File: config.mk
export PLATFORM = sky130hd
export DESIGN_NAME = dirty_rect_merge_tracker_flat
export DESIGN_NICKNAME = d
export VERILOG_FILES = /design/src/rtl/core/drm_pkg.sv /design/src/rtl/core/drm_in_if.sv /design/src/rtl/core/drm_out_if.sv /design/src/rtl/core/drm_ram.sv /design/src/rtl/core/drm_rect_unit.sv /design/src/rtl/core/dirty_rect_merge_tracker.sv /design/src/flat_wrapper.sv
export SDC_FILE = /design/constraint.sdc
export NUM_CORES = 2
export LEC_CHECK = 0
export BUFFER_PORTS_ARGS = -buffer_cell sky130_fd_sc_hd__buf_2
export CAP_MARGIN = 20
export CORE_AREA = 4 4 550 498
export DETAILED_ROUTE_END_ITERATION = 8
export DIE_AREA = 0 0 554 502
export PLACE_DENSITY_LB_ADDON = 0.25
export SETUP_SLACK_MARGIN = 0.15
export SLEW_MARGIN = 20
export SYNTH_ARGS = -nofsm -noshare
export SYNTH_HDL_FRONTEND = slang
export SYNTH_SLANG_ARGS = --single-unit
File: constraint.sdc
create_clock -name clk -period 8.9 [get_ports clk]
set_input_delay 0.89 -clock clk [delete_from_list [all_inputs] [get_ports clk]]
set_output_delay 0.89 -clock clk [all_outputs]
set_load 0.01 [all_outputs]
File: src/rtl/core/drm_pkg.sv
`default_nettype none
package drm_pkg;

	// Command codes carried on the input channel.
	localparam logic CMD_MARK  = 1'b0;
	localparam logic CMD_FLUSH = 1'b1;

	// Sequencer states of the tracker.
	typedef enum logic [3:0] {
		ST_IDLE,
		ST_BOX,
		ST_SCAN_RD,
		ST_SCAN_CMP,
		ST_PASS_RD,
		ST_PASS_CMP,
		ST_MOVE_RD,
		ST_MOVE_WR,
		ST_WRITE_BACK,
		ST_APPEND,
		ST_FL_RD,
		ST_FL_OUT,
		ST_FL_ONE
	} drm_state_t;

endpackage
`default_nettype wire

File: src/rtl/core/drm_in_if.sv
`default_nettype none
interface drm_in_if #(
	parameter int COORD_BITS = 12
);
	logic                  valid;
	logic                  ready;
	logic                  cmd;
	logic [COORD_BITS-1:0] rect_left;
	logic [COORD_BITS-1:0] rect_top;
	logic [COORD_BITS-1:0] rect_width;
	logic [COORD_BITS-1:0] rect_height;

	modport source (
		output valid, cmd, rect_left, rect_top, rect_width, rect_height,
		input  ready
	);
	modport sink (
		input  valid, cmd, rect_left, rect_top, rect_width, rect_height,
		output ready
	);
endinterface
`default_nettype wire

File: src/rtl/core/drm_out_if.sv
`default_nettype none
interface drm_out_if #(
	parameter int COORD_BITS = 12
);
	logic                  valid;
	logic                  ready;
	logic [COORD_BITS-1:0] out_x;
	logic [COORD_BITS-1:0] out_y;
	logic [COORD_BITS:0]   out_w;
	logic [COORD_BITS:0]   out_h;
	logic                  is_empty;
	logic                  is_last;

	modport source (
		output valid, out_x, out_y, out_w, out_h, is_empty, is_last,
		input  ready
	);
	modport sink (
		input  valid, out_x, out_y, out_w, out_h, is_empty, is_last,
		output ready
	);
endinterface
`default_nettype wire

File: src/rtl/core/drm_ram.sv
`default_nettype none
module drm_ram #(
	parameter int WIDTH = 52,
	parameter int DEPTH = 48,
	parameter int AW    = (DEPTH > 1) ? $clog2(DEPTH) : 1
) (
	input  wire logic             clk,
	input  wire logic             we,
	input  wire logic [AW-1:0]    waddr,
	input  wire logic [WIDTH-1:0] wdata,
	input  wire logic [AW-1:0]    raddr,
	output logic      [WIDTH-1:0] rdata
);
	logic [WIDTH-1:0] mem_q [DEPTH];

	always_ff @(posedge clk) begin
		if (we) begin
			mem_q[waddr] <= wdata;
		end
		rdata <= mem_q[raddr];
	end
endmodule
`default_nettype wire

File: src/rtl/core/drm_rect_unit.sv
`default_nettype none
module drm_rect_unit #(
	parameter int CB = 13
) (
	input  wire logic [4*CB-1:0] rect_a,
	input  wire logic [4*CB-1:0] rect_b,
	output logic                 touch,
	output logic [4*CB-1:0]      grown
);
	logic [CB-1:0] al, at, ar, ab, bl, bt, br, bb;

	assign {al, at, ar, ab} = rect_a;
	assign {bl, bt, br, bb} = rect_b;

	// Shared edges count as touching.
	assign touch = !((al > br) || (ar < bl) || (at > bb) || (ab < bt));

	assign grown = {(bl < al) ? bl : al,
	                (bt < at) ? bt : at,
	                (br > ar) ? br : ar,
	                (bb > ab) ? bb : ab};
endmodule
`default_nettype wire

File: src/rtl/core/dirty_rect_merge_tracker.sv
`default_nettype none
// Dirty rectangle tracker with list merging.
// Items arrive on in_ch (valid/ready). A mark (cmd = 0) records a damaged
// rectangle and produces nothing; a flush (cmd = 1) sends the tracked
// regions on out_ch, one transfer per region, the final one flagged
// is_last, and then clears the tracking state. force_bbox is written
// through cfg_wr_en/cfg_wr_data; the user must do so only while the block
// is idle, as the block itself does not enforce this. A zero-sized mark
// is dropped and a bounding-box-only mark just grows the box; otherwise a
// mark grows the box, scans the stored entries for one that it touches,
// checks each later entry in an absorb pass, absorbing those that touch,
// and then writes back the grown entry or appends the mark. Marks are
// handled one at a time, serialised by the single read port of the
// rectangle store and the one shared touch/grow unit. A flush reads and
// sends each stored rectangle in turn, or one bounding-box or empty result.
// Results sit in an output register; a stall on out_ch simply holds the
// sequencer in its emit state, and the next input is taken as soon as the
// last result has been loaded, even while it still waits to be taken.
// Reset clears the count, overflow flag, bounding box and force_bbox at
// once; the store itself needs no clearing as only entries below the
// count are ever read.
module dirty_rect_merge_tracker #(
	parameter int MAX_RECTS  = 48,
	parameter int COORD_BITS = 12
) (
	input  wire logic clk,
	input  wire logic arst_n,
	drm_in_if.sink    in_ch,
	drm_out_if.source out_ch,
	input  wire logic cfg_wr_en,
	input  wire logic cfg_wr_data
);
	import drm_pkg::*;

	localparam int CB = COORD_BITS + 1;
	localparam int RW = 4 * CB;
	localparam int AW = (MAX_RECTS > 1) ? $clog2(MAX_RECTS) : 1;
	localparam int CW = $clog2(MAX_RECTS + 1);
	localparam logic [RW-1:0] BOX_RESET = {{CB{1'b1}}, {CB{1'b1}}, {CB{1'b0}}, {CB{1'b0}}};

	drm_state_t state_q, state_d;

	logic          force_bbox_q;
	logic          ovf_q;
	logic [CW-1:0] cnt_q;
	logic [CW-1:0] i_q;
	logic [CW-1:0] j_q;
	logic [RW-1:0] box_q;
	logic [RW-1:0] new_q;
	logic [RW-1:0] work_q;

	logic                  out_valid_q;
	logic [COORD_BITS-1:0] out_x_q, out_y_q;
	logic [CB-1:0]         out_w_q, out_h_q;
	logic                  out_empty_q, out_last_q;

	logic          in_xfer;
	logic          out_free;
	logic          out_load;
	logic          bbox_mode;
	logic [CW-1:0] i_inc, j_dec, cnt_dec;
	logic          is_last_entry;

	logic          ram_we;
	logic [AW-1:0] ram_waddr;
	logic [RW-1:0] ram_wdata;
	logic [AW-1:0] ram_raddr;
	logic [RW-1:0] ram_rdata;

	logic [RW-1:0] unit_a, unit_b, unit_grown;
	logic          unit_touch;

	logic [CB-1:0] rd_l, rd_t, rd_r, rd_b;
	logic [CB-1:0] bx_l, bx_t, bx_r, bx_b;
	logic          box_ok;

	assign in_xfer   = in_ch.valid && in_ch.ready;
	assign out_free  = !out_valid_q || out_ch.ready;
	assign out_load  = ((state_q == ST_FL_OUT) || (state_q == ST_FL_ONE)) && out_free;
	assign bbox_mode = ovf_q || force_bbox_q;
	assign i_inc     = i_q + CW'(1);
	assign j_dec     = j_q - CW'(1);
	assign cnt_dec   = cnt_q - CW'(1);
	assign is_last_entry = (i_inc == cnt_q);

	assign {rd_l, rd_t, rd_r, rd_b} = ram_rdata;
	assign {bx_l, bx_t, bx_r, bx_b} = box_q;
	assign box_ok = (bx_r > bx_l) && (bx_b > bx_t);

	// The shared compare unit sees the bounding box while it grows, the
	// stored entry against the new mark during the scan, and the stored
	// entry against the grown rectangle during the absorb pass.
	assign unit_a = (state_q == ST_BOX) ? box_q : ram_rdata;
	assign unit_b = (state_q == ST_PASS_CMP) ? work_q : new_q;

	drm_rect_unit #(.CB(CB)) u_unit (
		.rect_a (unit_a),
		.rect_b (unit_b),
		.touch  (unit_touch),
		.grown  (unit_grown)
	);

	drm_ram #(.WIDTH(RW), .DEPTH(MAX_RECTS), .AW(AW)) u_store (
		.clk   (clk),
		.we    (ram_we),
		.waddr (ram_waddr),
		.wdata (ram_wdata),
		.raddr (ram_raddr),
		.rdata (ram_rdata)
	);

	assign in_ch.ready     = (state_q == ST_IDLE);
	assign out_ch.valid    = out_valid_q;
	assign out_ch.out_x    = out_x_q;
	assign out_ch.out_y    = out_y_q;
	assign out_ch.out_w    = out_w_q;
	assign out_ch.out_h    = out_h_q;
	assign out_ch.is_empty = out_empty_q;
	assign out_ch.is_last  = out_last_q;

	// Next state.
	always_comb begin
		state_d = state_q;
		case (state_q)
			ST_IDLE: begin
				if (in_xfer) begin
					if (in_ch.cmd == CMD_FLUSH) begin
						state_d = (bbox_mode || cnt_q == '0) ? ST_FL_ONE : ST_FL_RD;
					end else if (in_ch.rect_width != '0 && in_ch.rect_height != '0) begin
						state_d = ST_BOX;
					end
				end
			end
			ST_BOX: begin
				if (bbox_mode) begin
					state_d = ST_IDLE;
				end else if (cnt_q == '0) begin
					state_d = ST_APPEND;
				end else begin
					state_d = ST_SCAN_RD;
				end
			end
			ST_SCAN_RD: state_d = ST_SCAN_CMP;
			ST_SCAN_CMP: begin
				if (unit_touch) begin
					state_d = (cnt_dec > i_q) ? ST_PASS_RD : ST_WRITE_BACK;
				end else begin
					state_d = is_last_entry ? ST_APPEND : ST_SCAN_RD;
				end
			end
			ST_PASS_RD: state_d = ST_PASS_CMP;
			ST_PASS_CMP: begin
				if (unit_touch) begin
					state_d = ST_MOVE_RD;
				end else begin
					state_d = (j_dec == i_q) ? ST_WRITE_BACK : ST_PASS_RD;
				end
			end
			ST_MOVE_RD: state_d = ST_MOVE_WR;
			ST_MOVE_WR: state_d = (j_dec == i_q) ? ST_WRITE_BACK : ST_PASS_RD;
			ST_WRITE_BACK: state_d = ST_IDLE;
			ST_APPEND: state_d = ST_IDLE;
			ST_FL_RD: state_d = ST_FL_OUT;
			ST_FL_OUT: begin
				if (out_free) begin
					state_d = is_last_entry ? ST_IDLE : ST_FL_RD;
				end
			end
			ST_FL_ONE: begin
				if (out_free) begin
					state_d = ST_IDLE;
				end
			end
			default: state_d = ST_IDLE;
		endcase
	end

	// Store port control.
	always_comb begin
		ram_we    = 1'b0;
		ram_waddr = i_q[AW-1:0];
		ram_wdata = work_q;
		ram_raddr = i_q[AW-1:0];
		case (state_q)
			ST_PASS_RD: ram_raddr = j_q[AW-1:0];
			ST_MOVE_RD: ram_raddr = cnt_q[AW-1:0];
			ST_MOVE_WR: begin
				ram_we    = 1'b1;
				ram_waddr = j_q[AW-1:0];
				ram_wdata = ram_rdata;
			end
			ST_WRITE_BACK: ram_we = 1'b1;
			ST_APPEND: begin
				ram_we    = (cnt_q != CW'(MAX_RECTS));
				ram_waddr = cnt_q[AW-1:0];
				ram_wdata = new_q;
			end
			default: ram_we = 1'b0;
		endcase
	end

	// Control registers.
	always_ff @(posedge clk or negedge arst_n) begin
		if (!arst_n) begin
			state_q      <= ST_IDLE;
			force_bbox_q <= 1'b0;
			ovf_q        <= 1'b0;
			cnt_q        <= '0;
			i_q          <= '0;
			j_q          <= '0;
			box_q        <= BOX_RESET;
			out_valid_q  <= 1'b0;
		end else begin
			state_q <= state_d;
			if (cfg_wr_en) begin
				force_bbox_q <= cfg_wr_data;
			end
			// A new result replaces the one taken in the same cycle.
			if (out_load) begin
				out_valid_q <= 1'b1;
			end else if (out_ch.ready) begin
				out_valid_q <= 1'b0;
			end
			case (state_q)
				ST_IDLE: i_q <= '0;
				ST_BOX: box_q <= unit_grown;
				ST_SCAN_CMP: begin
					j_q <= cnt_dec;
					if (!unit_touch) begin
						i_q <= i_inc;
					end
				end
				ST_PASS_CMP: begin
					if (unit_touch) begin
						cnt_q <= cnt_dec;
					end else begin
						j_q <= j_dec;
					end
				end
				ST_MOVE_WR: j_q <= j_dec;
				ST_APPEND: begin
					if (cnt_q == CW'(MAX_RECTS)) begin
						ovf_q <= 1'b1;
					end else begin
						cnt_q <= cnt_q + CW'(1);
					end
				end
				ST_FL_OUT: begin
					if (out_free) begin
						i_q <= i_inc;
						if (is_last_entry) begin
							cnt_q <= '0;
							ovf_q <= 1'b0;
							box_q <= BOX_RESET;
						end
					end
				end
				ST_FL_ONE: begin
					if (out_free) begin
						cnt_q <= '0;
						ovf_q <= 1'b0;
						box_q <= BOX_RESET;
					end
				end
				default: i_q <= i_q;
			endcase
		end
	end

	// Working rectangles and the output register.
	always_ff @(posedge clk) begin
		if (in_xfer) begin
			new_q <= {1'b0, in_ch.rect_left,
			          1'b0, in_ch.rect_top,
			          CB'({1'b0, in_ch.rect_left}) + CB'({1'b0, in_ch.rect_width}),
			          CB'({1'b0, in_ch.rect_top}) + CB'({1'b0, in_ch.rect_height})};
		end
		if (state_q == ST_SCAN_CMP || state_q == ST_PASS_CMP) begin
			if (unit_touch) begin
				work_q <= unit_grown;
			end
		end
		if (state_q == ST_FL_OUT && out_free) begin
			out_x_q     <= rd_l[COORD_BITS-1:0];
			out_y_q     <= rd_t[COORD_BITS-1:0];
			out_w_q     <= rd_r - rd_l;
			out_h_q     <= rd_b - rd_t;
			out_empty_q <= 1'b0;
			out_last_q  <= is_last_entry;
		end
		if (state_q == ST_FL_ONE && out_free) begin
			out_last_q <= 1'b1;
			if (bbox_mode && box_ok) begin
				out_x_q     <= bx_l[COORD_BITS-1:0];
				out_y_q     <= bx_t[COORD_BITS-1:0];
				out_w_q     <= bx_r - bx_l;
				out_h_q     <= bx_b - bx_t;
				out_empty_q <= 1'b0;
			end else begin
				out_x_q     <= '0;
				out_y_q     <= '0;
				out_w_q     <= '0;
				out_h_q     <= '0;
				out_empty_q <= 1'b1;
			end
		end
	end
endmodule
`default_nettype wire
File: src/flat_wrapper.sv
// flat-port wrapper written by rule: the top's interface ports become plain ports
module dirty_rect_merge_tracker_flat import drm_pkg::*;
#(
	parameter int MAX_RECTS  = 48,
	parameter int COORD_BITS = 12
)
  (clk, arst_n, cfg_wr_en, cfg_wr_data, in_ch_valid, in_ch_cmd, in_ch_rect_left, in_ch_rect_top, in_ch_rect_width, in_ch_rect_height, in_ch_ready, out_ch_valid, out_ch_out_x, out_ch_out_y, out_ch_out_w, out_ch_out_h, out_ch_is_empty, out_ch_is_last, out_ch_ready);
  drm_in_if #(.COORD_BITS(COORD_BITS)) in_ch_i ();
  drm_out_if #(.COORD_BITS(COORD_BITS)) out_ch_i ();
  input  wire logic clk;
  input  wire logic arst_n;
  input  wire logic cfg_wr_en;
  input  wire logic cfg_wr_data;
  input wire logic [$bits(in_ch_i.valid)-1:0] in_ch_valid;
  input wire logic [$bits(in_ch_i.cmd)-1:0] in_ch_cmd;
  input wire logic [$bits(in_ch_i.rect_left)-1:0] in_ch_rect_left;
  input wire logic [$bits(in_ch_i.rect_top)-1:0] in_ch_rect_top;
  input wire logic [$bits(in_ch_i.rect_width)-1:0] in_ch_rect_width;
  input wire logic [$bits(in_ch_i.rect_height)-1:0] in_ch_rect_height;
  output wire logic [$bits(in_ch_i.ready)-1:0] in_ch_ready;
  output wire logic [$bits(out_ch_i.valid)-1:0] out_ch_valid;
  output wire logic [$bits(out_ch_i.out_x)-1:0] out_ch_out_x;
  output wire logic [$bits(out_ch_i.out_y)-1:0] out_ch_out_y;
  output wire logic [$bits(out_ch_i.out_w)-1:0] out_ch_out_w;
  output wire logic [$bits(out_ch_i.out_h)-1:0] out_ch_out_h;
  output wire logic [$bits(out_ch_i.is_empty)-1:0] out_ch_is_empty;
  output wire logic [$bits(out_ch_i.is_last)-1:0] out_ch_is_last;
  input wire logic [$bits(out_ch_i.ready)-1:0] out_ch_ready;
  assign in_ch_i.valid = in_ch_valid;
  assign in_ch_i.cmd = in_ch_cmd;
  assign in_ch_i.rect_left = in_ch_rect_left;
  assign in_ch_i.rect_top = in_ch_rect_top;
  assign in_ch_i.rect_width = in_ch_rect_width;
  assign in_ch_i.rect_height = in_ch_rect_height;
  assign in_ch_ready = in_ch_i.ready;
  assign out_ch_valid = out_ch_i.valid;
  assign out_ch_out_x = out_ch_i.out_x;
  assign out_ch_out_y = out_ch_i.out_y;
  assign out_ch_out_w = out_ch_i.out_w;
  assign out_ch_out_h = out_ch_i.out_h;
  assign out_ch_is_empty = out_ch_i.is_empty;
  assign out_ch_is_last = out_ch_i.is_last;
  assign out_ch_i.ready = out_ch_ready;
  dirty_rect_merge_tracker #(.MAX_RECTS(MAX_RECTS), .COORD_BITS(COORD_BITS)) u_core (.clk(clk), .arst_n(arst_n), .in_ch(in_ch_i), .out_ch(out_ch_i), .cfg_wr_en(cfg_wr_en), .cfg_wr_data(cfg_wr_data));
endmodule
== Yosys cells after proc, flatten, opt, wreduce, memory -nomap -nowiden ==
Memory sizes are Yosys's and may differ from the RTL's. A register that Yosys moved wholly into a read port is not among the register bits.
Index checks and enable logic that the tools add are counted.

* Flip-flop bits (word level): 231
* Bits in writable memories: 2496
* Bits of input ports: 55
* Output and inout port bits: 54
* Logic and storage cells: 164
* Memories: 1

* Add/subtract/negate cells: 10
* Magnitude comparators: 11
* Equality and inequality tests: 26
* Muxes and demuxes: 64
* Bitwise gates (word level): 1
* Reductions and logical operators: 35

{| class="wikitable"
|+ Memory list
! name !! words !! bits a word !! read ports !! clocked after Yosys merged registers in !! wr ports !! line !! text
|-
| u_core.u_store.mem_q || 48 || 52 || 1 || 1 || 1 || drm_ram.sv:14 || <nowiki>logic [WIDTH-1:0] mem_q [DEPTH];</nowiki>
|}

{| class="wikitable"
|+ Operators by type and width
! cell !! number
|-
| 52-bit two-way mux || 5
|-
| 52-bit case mux with 3 select lines || 1
|-
| 13-bit two-way mux || 10
|-
| 52-bit case mux with 2 select lines || 1
|-
| 13-bit > comparator || 6
|-
| 12-bit two-way mux || 6
|-
| 13-bit < comparator || 4
|-
| 4-bit two-way mux || 13
|-
| 13-bit subtractor || 4
|-
| 6-bit two-way mux || 8
|-
| 4-bit case mux with 11 select lines || 1
|-
| 6-bit case mux with 3 select lines || 2
|-
| 12-bit by 12-bit adder with 13-bit output || 2
|-
| 6-bit case mux with 2 select lines || 2
|-
| 6-bit case mux with 4 select lines || 1
|-
| 12-bit nonzero test || 2
|-
| 4-bit == test, second input constant || 5
|-
| 4-bit by 3-bit == test with 1-bit output, second input constant || 4
|-
| 6-bit by 1-bit adder with 6-bit output, second input constant || 2
|-
| 6-bit == test || 2
|-
| 3-bit nonzero test || 4
|-
| 6-bit by 1-bit subtractor with 6-bit output, second input constant || 2
|-
| 1-bit two-way mux || 11
|-
| 2-bit by 1-bit != test with 1-bit output, second input constant || 5
|-
| 24 further kinds || 44
|}

== Depth between registers and ports, before layout ==
* Word-level depth: 8
* Mapped depth: 19
* Depth with buffers taken out: 14

== Cells and area by module ==
A second synthesis with hierarchy kept.

* Cell total of the unflattened synthesis: 6112
* Area total of the unflattened synthesis: 114106.9 um^2

{| class="wikitable"
|+ Modules (own cells, without submodules)
! module !! instances !! cells each !! area an instance (um^2) !! seq. area each (um^2)
|-
| drm_ram || 1 || 4082 || 95869.4 || 75992.9
|-
| dirty_rect_merge_tracker || 1 || 1623 || 15187.1 || 6573.8
|-
| drm_rect_unit || 1 || 407 || 3050.4 || 0.0
|}

== Least setup slack after synthesis ==
No wires, ideal clock.

* Kind: register to register
* Start point: register u_core.state_q[2]
* End point: memory u_core.u_store.mem_q[28][0], enable pin
* Arrival time: 7139 ps
* Slack: 1170 ps
* Stages on the path, launching flop included: 11
* Clock period less this slack: 7730 ps
* Cells stage by stage: dfrtp_1 buf_2 nand2b_1 clkbuf_1 nor2_1 nor2_1 clkbuf_1 a21oi_1 nor2_1 nand3b_1 nor4_1

* Longest elaborated chain between the ends: 5

{| class="wikitable"
|+ Ends and longest elaborated chain
! element !! line !! text
|-
| from (decl) || dirty_rect_merge_tracker.sv:41 || <nowiki>drm_state_t state_q, state_d;</nowiki>
|-
| from (signal assigned) || dirty_rect_merge_tracker.sv:214 || <nowiki>state_q <= state_d;</nowiki>
|-
| 4-bit == test or 4-bit by 3-bit == test with 1-bit output (tied branches) || dirty_rect_merge_tracker.sv:184 || <nowiki>case (state_q)</nowiki>
|-
| 2-bit OR reduction (no source line) || n/a ||
|-
| 1-bit case mux with 2 select lines || dirty_rect_merge_tracker.sv:184 ||
|-
| 1-bit two-way mux || drm_ram.sv:17 || <nowiki>if (we) begin</nowiki>
|-
| 1-bit two-way mux (not written as such) || drm_ram.sv:18 || <nowiki>mem_q[waddr] <= wdata;</nowiki>
|-
| to (decl) || drm_ram.sv:14 ||
|}

Parallel ways exist; a longest one is shown, timed or not.

== Worst setup path after layout ==
* Start point: register u_core.state_q[2]
* End point: register u_core.work_q[13], enable pin

* Longest elaborated chain between the ends: 8

{| class="wikitable"
|+ Ends and longest elaborated chain
! element !! line !! text
|-
| 4-bit by 1-bit == test with 1-bit output or 4-bit by 3-bit == test with 1-bit output (tied branches) || dirty_rect_merge_tracker.sv:93, dirty_rect_merge_tracker.sv:94, dirty_rect_merge_tracker.sv:278 ||
|-
| 52-bit two-way mux, on equally long branches || dirty_rect_merge_tracker.sv:93, dirty_rect_merge_tracker.sv:94 ||
|-
| 13-bit > comparator or 13-bit < comparator (tied branches) || drm_rect_unit.sv:16 || <nowiki>assign touch = !((al > br) || (ar < bl) || (at > bb) || (ab < bt));</nowiki>
|-
| 1-bit logical OR (3 in series) || drm_rect_unit.sv:16 ||
|-
| 1-bit NOT (no source line) || n/a ||
|-
| 2-bit AND reduction (no source line) (*) || n/a ||
|-
| to (signal assigned) || dirty_rect_merge_tracker.sv:280 || <nowiki>work_q <= unit_grown;</nowiki>
|-
| to (decl) || dirty_rect_merge_tracker.sv:50 || <nowiki>logic [RW-1:0] work_q;</nowiki>
|}

Every way passes the cells marked *; elsewhere a longest branch is shown, timed or not.
A chain may end at the register's enable or synchronous reset.

==> summary.txt <==
SYNTH
--------------------------------------------------------------------------------------------------
Post-synth top area cell ............................................................ sky130_fd_sc_hd__edfxtp_1
Number of synthesized flops with an enable pin ......................................         2649
Net count of the mapped netlist .....................................................         6224
YS warnings .........................................................................            0
Number of synthesized register bits .................................................         2779
Post-synth top flop ................................................................. sky130_fd_sc_hd__edfxtp_1
Area share of the largest cell type after synthesis .................................       69.33%
Synth cell types ....................................................................           81
Leading post-synthesis cells by instance count ...................................... sky130_fd_sc_hd__edfxtp_1 (2649), sky130_fd_sc_hd__mux4_2 (624), sky130_fd_sc_hd__mux2i_1 (566)
Fraction of registers with async set/reset ..........................................       2.771%
Syn avg cell area ...................................................................    19.17 µm²
Library cell with the highest instance count after synthesis ........................ sky130_fd_sc_hd__edfxtp_1
Mapped cell area ....................................................................   114700 µm²
Sequential area share after synthesis ...............................................       71.97%
Number of cells produced by synthesis ...............................................         5985
Cell types occupying the most area after synthesis .................................. sky130_fd_sc_hd__edfxtp_1 (69%), sky130_fd_sc_hd__mux4_2 (12%), sky130_fd_sc_hd__mux2i_1 (4.9%)

TIMING
--------------------------------------------------------------------------------------------------
Skew final ..........................................................................   0.06881 ns
Slew Limit Headroom .................................................................       22.57%
Hold violation total from the final report ..........................................            0
Setup violation total in the final timing report ....................................            0
Sum of negative setup slack .........................................................         0 ns
Final worst-path cycle share ........................................................       68.13%
Crit path time final ................................................................     6.064 ns
Slew at the pin closest to its max-slew limit .......................................     1.162 ns
Count of pins over their slew limit .................................................            0
Max Freq ............................................................................    164.9 MHz
Setup repair after global routing missed its margin .................................           no

POWER AND IR DROP
--------------------------------------------------------------------------------------------------
Peak VDD IR .........................................................................     223.1 µV
Clock share of power ................................................................        28.8%
Relative contribution of combinational cells to total power .........................        32.6%
LEAKAGE .............................................................................   0.04576 µW
Switching component of the power ....................................................     13980 µW
Internal power ......................................................................     28410 µW
Power density normalized to cell area ............................................... 326.0 nW/µm²
Overall power of the completed layout ...............................................     42380 µW
Switching power as a share of total power ...........................................       32.98%
Part of the power in registers ......................................................        38.6%

GLOBAL ROUTING
--------------------------------------------------------------------------------------------------
Maximum number of pins on one net before global-route repair ........................          135
Number of global-route vias before repair ...........................................        59140
Global-route congestion overflow total ..............................................            0
Total track usage ...................................................................       22.17%
Initial antenna violation count .....................................................           15
First-pass GRT wire length ..........................................................     444.9 mm

ROUTING
--------------------------------------------------------------------------------------------------
Sum of routed wire length over all layers ...........................................     312.5 mm
Post-DRT Antenna Nets ...............................................................            0
Vias per std cell ...................................................................        5.948
Post-detailed-route DRC marker count ................................................            0
Average wire per standard cell ......................................................     31.06 µm
Vias ................................................................................        59860
Length of the first detailed-routing pass in iterations .............................            8
Iteration-0 DRC Markers .............................................................         7068

CRITICAL PATH
--------------------------------------------------------------------------------------------------
Worst setup EP type .................................................................         flop
RR Startpoint ....................................................................... u_core.state_q[2]$_DFFE_PN0P_
Req. time, crit path ................................................................      9.36 ns
Crit path launch type ...............................................................         flop
Critical path class ................................................................. flop to flop
Startpoint of the worst setup timing path ........................................... u_core.state_q[2]$_DFFE_PN0P_
Largest driver fanout on the critical path ..........................................           52
Crit path arrival time ..............................................................      6.52 ns

CLOCK TREE
--------------------------------------------------------------------------------------------------
Maximum clock insertion buffer count ................................................            4
Clock transition time at the flip-flop clock pins of the worst setup and hold paths .      0.06 ns
Clock buffers created by TritonCTS ..................................................          293
Cell at the root of the clock tree .................................................. sky130_fd_sc_hd__clkbuf_16
Max H-tree Level ....................................................................            5
Clock Latency Late Sink .............................................................      0.87 ns
Clock tree from TritonCTS ...........................................................        built
Setup Fix Bufs, Post-CTS ............................................................            0
Clock net sink count ................................................................         2779

DIE
--------------------------------------------------------------------------------------------------
Initial cell density of the core ....................................................       42.72%
Core area ...........................................................................   268600 µm²
Die Ht ..............................................................................       502 µm
I/O Pins ............................................................................          109
Std-Cell Rows .......................................................................          181
Die area ............................................................................   278100 µm²
Die outline width ...................................................................       554 µm

LAYOUT
--------------------------------------------------------------------------------------------------
Area added between synthesis and finish .............................................       13.32%
Layout net count ....................................................................         6497
Fraction of final layout cells with drive strength greater than 1 ...................       23.34%

PLACEMENT
--------------------------------------------------------------------------------------------------
Final weighted congestion in routability-driven placement ...........................       0.8721
Final HPWL from detailed placement ..................................................     186.2 mm
Port Buffers ........................................................................          108

JOB
--------------------------------------------------------------------------------------------------
Count of maximum capacitance violations .............................................            0

MIN PATH
--------------------------------------------------------------------------------------------------
HP Start ............................................................................ in_ch_rect_left[3]
Worst min-delay path category ....................................................... input pin to flop

RUN STATUS
--------------------------------------------------------------------------------------------------
Run status .......................................................................... finished, final reports clean

## timing repair
| action | 4_1_cts | 5_1_grt |
|---|---|---|
| gates resized for setup | 0 | 0 |
| hold endpoints to repair | 8 | 0 |
| hold buffers | 1 | 0 |
## through the flow
step	std cells	util, %	worst slack, ns	area [µm²]	hold slack [ns]
6_report	10060	48.41	2.836	130000	0.2351
4_1_cts	10050	48.40	2.894	130000	0.1788
2_1_floorplan	5985	-	1.170	114700	0.4498
5_1_grt	10060	48.40	2.617	130000	0.1993
3_5_place_dp	9530	44.85	2.899	120500	0.4829
3_3_place_gp	9528	44.83	3.019	120400	0.4710
## power groups by stage
stage          logic (µW)  registers [µW]  clock network [µW]
5_1_grt             14900           16400               12900
2_1_floorplan        9670           16100                   0
3_5_place_dp        13900           16600                   0
6_report            13800           16400               12200
3_3_place_gp        13800           16600                   0
4_1_cts             13900           16400               12400
## cell usage in the layout, fill, tap and decap left out, drive strengths merged, types with 60 or more instances in the layout
master  count
mux4      624
a21oi     179
nor2      223
mux2i     566
nand2     182
clkinv     94
buf       278
edfxtp   2649
o21ai      94
clkbuf    379
mux2       60
inv       207
ha        178
## final timing paths
kind	to	slack, ns	cells past startpoint
worst max register to register	u_core.work_q[13]$_DFFE_PP_	2.84	13
max in group asynchronous	u_core.state_q[3]$_DFFE_PN0P_	7.20	3
min in group asynchronous	u_core.box_q[16]$_DFFE_PN0P_	0.51	2
worst min-delay path	u_core.new_q[42]$_DFFE_PP_	0.24	1
worst min register to register	u_core.box_q[13]$_DFFE_PN0P_	0.49	2
worst max-delay path	u_core.work_q[13]$_DFFE_PP_	2.84	13
## kinds of logic (layout without fill, tap and decap cells)
family	after synthesis	count (layout)	share of synthesized area, %
AOI/OAI and AO/OA	558	558	3.314
xor gates and xnor gates	78	78	0.5954
adders and majority gates	186	186	2.063
buffers and inverters	492	993	1.714
DFF	2779	2779	71.97
muxes	1250	1250	17.78
other	0	9	0
and+or+nand+nor	642	642	2.572
## critical path, cell delays in order (launching register included)
cell	delay, ns
sky130_fd_sc_hd__dfrtp_1	0.80
sky130_fd_sc_hd__nor4bb_4	0.52
sky130_fd_sc_hd__buf_4	0.50
sky130_fd_sc_hd__buf_4	0.57
sky130_fd_sc_hd__mux2i_1	0.46
sky130_fd_sc_hd__ha_1	0.33
sky130_fd_sc_hd__a21oi_1	0.18
sky130_fd_sc_hd__nand2_1	0.08
sky130_fd_sc_hd__a221o_1	0.36
sky130_fd_sc_hd__a21oi_1	0.20
sky130_fd_sc_hd__o2111a_1	0.41
sky130_fd_sc_hd__nand2_1	0.32
sky130_fd_sc_hd__a21oi_4	0.20
sky130_fd_sc_hd__buf_4	0.66
## per-layer routing
layer	global-route usage [%]	wire (µm)	up-vias
li1	-	-	24870
met1	34.19	140200	32080
met2	33.50	141000	2500
met3	3.176	23960	407
met4	5.144	7397	4
met5	0	26	-
## state kept, by name, indices dropped and copies added (netlist names)
name                    cells
u_core.work_q              52
u_core.state_q              4
u_core.out_ch.out_w        13
u_core.out_ch.is_empty      1
u_core.out_ch.out_y        12
u_core.out_ch.out_h        13
u_core.i_q                  6
u_core.out_ch.out_x        12
u_core.ovf_q                1
u_core.u_store.rdata       52
u_core.box_q               52
u_core.j_q                  6
u_core.u_store.mem_q     2496
u_core.new_q               50
u_core.out_ch.valid         1
u_core.out_ch.is_last       1
u_core.cnt_q                6
u_core.force_bbox_q         1
## final cells by class
class                      count  area [µm²]
antenna                        9       22.52
clock buffer                 379        7929
clock inverter               144        1588
fill                       21990      138600
inverter                     191       716.9
multi-input combinational   2714       30710
sequential                  2779       82570
tap                         3568        4464
timing repair buffer         279        2019
(Power assumes the default switching activity.)
